**src/wg_pkg.sv**
```systemverilog
// Shared types, codes and constants for the wave table generator.
`default_nettype none

package wg_pkg;

   // Default sizes handed to the top level parameters.
   localparam int DEF_TABLE_LEN   = 256;
   localparam int DEF_TABLE_COUNT = 8;

   // Width of the sample index field of an input item.
   localparam int SAMPLE_INDEX_W = 8;

   // Sample limits and the starting value of the saw and triangle ramps.
   localparam logic signed [15:0] SAMPLE_MAX = 16'sh7FFF;
   localparam logic signed [15:0] SAMPLE_MIN = 16'sh8000;
   localparam logic [15:0]        RAMP_START = 16'h8000;

   // Fixed point constants for the sine series (Q2.30).
   localparam longint unsigned PIHALF_Q30   = 64'd1686629713;
   localparam longint unsigned ONE_Q30      = 64'd1 << 30;
   localparam int              SERIES_TERMS = 10;

   // Function codes carried by an input item.
   localparam logic [2:0] FUNC_SINE     = 3'd0;
   localparam logic [2:0] FUNC_SQUARE   = 3'd1;
   localparam logic [2:0] FUNC_SAW      = 3'd2;
   localparam logic [2:0] FUNC_TRIANGLE = 3'd3;
   localparam logic [2:0] FUNC_CLEAR    = 3'd4;
   localparam logic [2:0] FUNC_ADD      = 3'd5;
   localparam logic [2:0] FUNC_READ     = 3'd6;

   // One input item.
   typedef struct packed {
      logic [2:0]                func;
      logic [2:0]                wave_id;
      logic [8:0]                harmonic;
      logic [7:0]                trim;
      logic [SAMPLE_INDEX_W-1:0] sample_index;
   } req_type;

   // One result item.
   typedef struct packed {
      logic signed [15:0] sample;
      logic               is_read;
   } rsp_type;

   // Commands from the controller to the datapath.
   typedef struct packed {
      logic load;     // capture the accepted item
      logic step;     // handle one table entry and advance
      logic read;     // read one sample
      logic publish;  // load the result register
   } cmd_type;

   // Status from the datapath to the controller.
   typedef struct packed {
      logic walk;     // item walks the whole table
      logic read;     // item reads one sample
      logic last;     // the entry being handled is the last one
   } status_type;

endpackage

`default_nettype wire

```
**src/wg_ctrl.sv**
```systemverilog
// Controller state machine for the wave table generator.
`default_nettype none

module wg_ctrl (
   input  wire logic               clock,
   input  wire logic               reset,
   input  wire logic               req_valid,
   output logic                    req_stall,
   output logic                    rsp_valid,
   input  wire logic               rsp_stall,
   output wg_pkg::cmd_type         cmd,
   input  wire wg_pkg::status_type st
);
   import wg_pkg::*;

   typedef enum logic [4:0] {
      ST_IDLE   = 5'b00001,
      ST_DECIDE = 5'b00010,
      ST_RUN    = 5'b00100,
      ST_READ   = 5'b01000,
      ST_FINISH = 5'b10000
   } state_type;

   state_type state_ff;
   state_type state_in;
   logic      rsp_valid_ff;
   logic      rsp_valid_in;

   // Next state and commands.
   always_comb begin
      state_in     = state_ff;
      rsp_valid_in = rsp_valid_ff && rsp_stall;
      cmd          = '0;
      unique case (state_ff)
         ST_IDLE: begin
            if (req_valid) begin
               cmd.load = 1'b1;
               state_in = ST_DECIDE;
            end
         end
         ST_DECIDE: begin
            priority if (st.walk) begin
               state_in = ST_RUN;
            end else if (st.read) begin
               state_in = ST_READ;
            end else begin
               state_in = ST_FINISH;
            end
         end
         ST_RUN: begin
            cmd.step = 1'b1;
            if (st.last) begin
               state_in = ST_FINISH;
            end
         end
         ST_READ: begin
            cmd.read = 1'b1;
            state_in = ST_FINISH;
         end
         ST_FINISH: begin
            // Hand the result over once the output slot is free.
            if (!rsp_valid_ff || !rsp_stall) begin
               cmd.publish  = 1'b1;
               rsp_valid_in = 1'b1;
               state_in     = ST_IDLE;
            end
         end
         default: begin
            state_in = ST_IDLE;
         end
      endcase
   end

   always_ff @(posedge clock) begin
      if (reset) begin
         state_ff     <= ST_IDLE;
         rsp_valid_ff <= 1'b0;
      end else begin
         state_ff     <= state_in;
         rsp_valid_ff <= rsp_valid_in;
      end
   end

   assign req_stall = (state_ff != ST_IDLE);
   assign rsp_valid = rsp_valid_ff;

endmodule

`default_nettype wire

```
**config.mk**
```make
export PLATFORM = sky130hd
export DESIGN_NAME = wg_ctrl
export DESIGN_NICKNAME = d
export VERILOG_FILES = /design/src/wg_pkg.sv /design/src/wg_ctrl.sv
export SDC_FILE = /design/constraint.sdc
export NUM_CORES = 1
export LEC_CHECK = 0
export ABC_AREA = 1
export BUFFER_PORTS_ARGS = -buffer_cell sky130_fd_sc_hd__buf_2
export CAP_MARGIN = 25
export CORE_AREA = 3 3 40 42
export DETAILED_ROUTE_END_ITERATION = 10
export DIE_AREA = 0 0 43 45
export SYNTH_ARGS = -nofsm -noshare
export SYNTH_HDL_FRONTEND = slang
export SYNTH_SLANG_ARGS = --single-unit
```
**constraint.sdc**
```tcl
create_clock -name clock -period 1.1 [get_ports clock]
set_input_delay 0.055 -clock clock [delete_from_list [all_inputs] [get_ports clock]]
set_output_delay 0.055 -clock clock [all_outputs]
set_load 0.1 [all_outputs]
```
# [Word level (Yosys, flattened, before mapping)]
# Cells that the tools add are included.
[totals] input_bits=7 ff_bits=6 elab_cells=30
[op_classes] n_reduce_logical=5 n_eq_ne=9 mux=14
[op_table] cell="$mux 5" n=5
[op_table] cell="$pmux 5 s5" n=1
[op_table] cell="$mux 1" n=8
[op_table] cell="$ne 2x2->1 const B" n=3
[op_table] cell="$eq 5x1->1 const B" n=1
[op_table] cell="$eq 5x2->1 const B" n=1
[op_table] cell="$eq 5x3->1 const B" n=1
[op_table] cell="$eq 5x4->1 const B" n=1
[op_table] cell="$eq 5x5->1 const B" n=1
[op_table] cell="$ne 5x1->1 const B" n=1
[op_table] cell="$reduce_and 3->1" n=1
[op_table] cell="$logic_not 1->1" n=2
[op_table] cell="$logic_and 1x1->1" n=1
[op_table] cell="$logic_or 1x1->1" n=1

# [Logic depth before layout (Yosys ltp)]
[logic_depth] ltp_word=4 mapped_depth=7 depth_no_buf=7

# [Least setup slack after synthesis]
# OpenSTA, ideal clock, no wires.
[synth_timing] path_type="flip-flop to output port" startpoint="reg state_ff[1]" endpoint="out cmd[1] (netlist name)" path_buffers=0 stages_incl_launch_ff=4 path_slack_ps=-2306 t_arrival_ps=3351 t_required_ps=1045 path_cell_list="dfxtp_1 > nor2_4 > inv_2 > nor4_1"
[synth_rtl] element="start, declared" line_no="wg_ctrl.sv:24" text="state_type state_ff;"
[synth_rtl] element="start signal, assigned" line_no="wg_ctrl.sv:79" text="state_ff <= state_in;"
[synth_rtl] element="end, declared" line_no="wg_ctrl.sv:11" text="output wg_pkg::cmd_type cmd,"

==> results.json <==
{
  "status": "complete, but fails checks",
  "violations": "negative setup slack",
  "place_ws_ns": -0.04973,
  "fp.dieH_um": 45,
  "r2r_slack_ns": -0.16,
  "met2_usage_pct": 20.06,
  "slew_violations": 0,
  "rr_startpoint": "state_ff[2]",
  "ios": 13,
  "grt_antenna_before_repair": 0,
  "vdd_drop_max_v": 0.0009753,
  "finalCriticalPeriod_ns": 1.332,
  "fin_nets": 89,
  "clk_latency_ns": 0.25,
  "holdWs_ns": 0.05050,
  "grt_setup_unrepaired": "true",
  "clock_skew_ns": 0.007202,
  "grt-busiest-layer": "met2",
  "crit_fanout": 6,
  "fin_cells": 96,
  "tightest_slew_ns": 0.3038,
  "synth_area_um2": 377.9,
  "syn_to_final_growth_pct": 122.2,
  "die-area_um2": 1935,
  "synth_top_area_share_pct": 31.79,
  "clkTransAtPathRegs_ns": 0.05,
  "grt_first_pass_wirelength_mm": 1.669,
  "hold_depth": 2,
  "reg2reg_to": "state_ff[4]",
  "hold_class": "primary input to register",
  "htree_levels": 1,
  "critPathKind": "register to output pin",
  "drcViolationCount": 0,
  "hold_viol_final": 0,
  "wl_per_cell_um": 11.46,
  "p_total_uw": 1082,
  "syn_inst": 49,
  "yosys_warnings": 0,
  "post-route-period-util_pct": 121.1,
  "gr-usage-all-layers_pct": 12.24,
  "drt_iter0_drc": 5,
  "synth.area.top_cells": "dfxtp_1 (32%), inv_1 (7.0%), nand4_2 (6.6%)",
  "grt_remaining_overflow": 0,
  "io_buffers": 12,
  "critPathLaunch": "state_ff[4]",
  "gp_congestion": 0.7559,
  "cp.required_ns": 1.04,
  "slew_headroom_pct": 79.61,
  "ys_seq_area_share_pct": 31.79,
  "die_width_um": 43,
  "cts_tree": "yes",
  "setup_slack_ns": -0.2324,
  "rr_worst_depth": 7,
  "dp_cells": 84,
  "cp-end-kind": "output pin",
  "yosysTopAreaCell": "dfxtp_1",
  "hold_path_end": "state_ff[1]",
  "hp-start": "reset",
  "clk_path_buf_depth": 2,
  "hpwl_um": 799.3,
  "numCtsBuffers": 3,
  "drtPass1Iterations": 4,
  "cp_data_arrival_time_ns": 1.28,
  "worstSetupStartpointType": "register",
  "yosysUniqueCellTypes": 19,
  "cts_root_buf": "clkbuf_4",
  "cap_violations": 0,
  "vias_per_cell": 4.490,
  "layout_common_cells": "buf_4 (8), buf_6 (7), buf_2 (6), buf_12 (6)",
  "max_freq_mhz": 750.5,
  "ant_nets": 0,
  "vias": 431,
  "p_per_area_nw_per_um2": 1289,
  "grt_pass1_vias": 393,
  "use_met3_pct": 2.390,
  "synth_area_per_cell_um2": 7.711,
  "routed_wl_mm": 1.100,
  "final.setup.tns_ns": -1.466,
  "rows": 13,
  "syn-num-nets": 56,
  "start_util_pct": 29.41,
  "fp.coreArea_um2": 1285,
  "drive_gt1_share_pct": 75.31,
  "num_antenna_cells": 0,
  "ys_ff_latch": 6,
  "cts_sinks": 6,
  "finalSetupViolCount": 10,
  "p_leak_uw": 0.0003681,
  "layout_commonest_cell": "buf_4",
  "grt_max_degree": 7,
  "use_met1_pct": 14.22
}
[how the worst max path moves through the flow]
stage / endpoint / slack [ns] / depth (start not counted)
after floorplan: cmd[1] / -0.55 / 3
after global placement: state_ff[4] / -0.06 / 6
after detailed placement: state_ff[4] / -0.05 / 6
after CTS: cmd[1] / -0.27 / 4
after global routing: state_ff[4] / -0.27 / 7
final: cmd[1] / -0.23 / 3
[logic make-up after synthesis]
| family | synth area share (%) |
|---|---|
| DFF | 31.79 |
| AOI/OAI and AO/OA | 7.286 |
| and+or+nand+nor | 50.99 |
| buffers and inverters | 9.935 |
[flip-flops by register name, summed over array words and instances (netlist names)]
name / cells
rsp_valid: 1
state_ff: 5
[Yosys cell counts]
cell      count
nand2_1       5
a21oi_1       2
nor4b_2       1
inv_2         3
nand3_2       1
nand4_1       1
nand4_4       1
nand3_1       3
o21bai_1      1
nor4_1        2
nor2_1        6
nor2_2        2
dfxtp_1       6
o21ai_1       2
inv_1         7
or2_2         1
nand4_2       2
nor2_4        2
nor3_1        1
[power breakdown]
part / leakage [uW] / switching (uW) / internal, uW
Clock: 0.0000150 / 88.6 / 138
Sequential: 0.0000522 / 29.0 / 233
Combinational: 0.000301 / 332 / 262
[critical path, stage by stage, from the launching register on]
cell     delay, ns
dfxtp_4       0.38
buf_6         0.12
nor4_4        0.31
buf_12        0.21
[routing by layer]
metal | vias to the layer above | part of all wire (%) | wire (um)
met5 | - | 0 | 0
met4 | 0 | 1.5 | 16
met3 | 2 | 3.2 | 35
met2 | 11 | 53 | 584
met1 | 193 | 42 | 464
li1 | 225 | - | -
[per-stage QoR]
stage / util [%] / instance area (um2)
CTS: 60.66 / 779.5
global placement: 52.68 / 676.9
global route: 65.34 / 839.6
floorplan: - / 447.9
finish: 65.34 / 839.6
detailed placement: 52.68 / 676.9
[cell type report]
cell class | count | area, um2
clock buffers | 4 | 26.28
well taps | 15 | 18.77
fillers | 100 | 445.4
repair buffers | 28 | 299.0
inverters | 10 | 37.54
flip-flops and latches | 6 | 137.6
multi-input cells | 33 | 320.3
[repair_timing]
action | in CTS | in global routing
setup buffers | 5 | 2
endpoints found under the hold margin | 1 | 0
setup endpoints to repair | 9 | 9
cloned | 0 | 0
gates resized for setup | 11 | 10
hold buffers | 1 | 0
pin swaps | 11 | 4
Note: power is estimated with default switching activity, not from simulation.
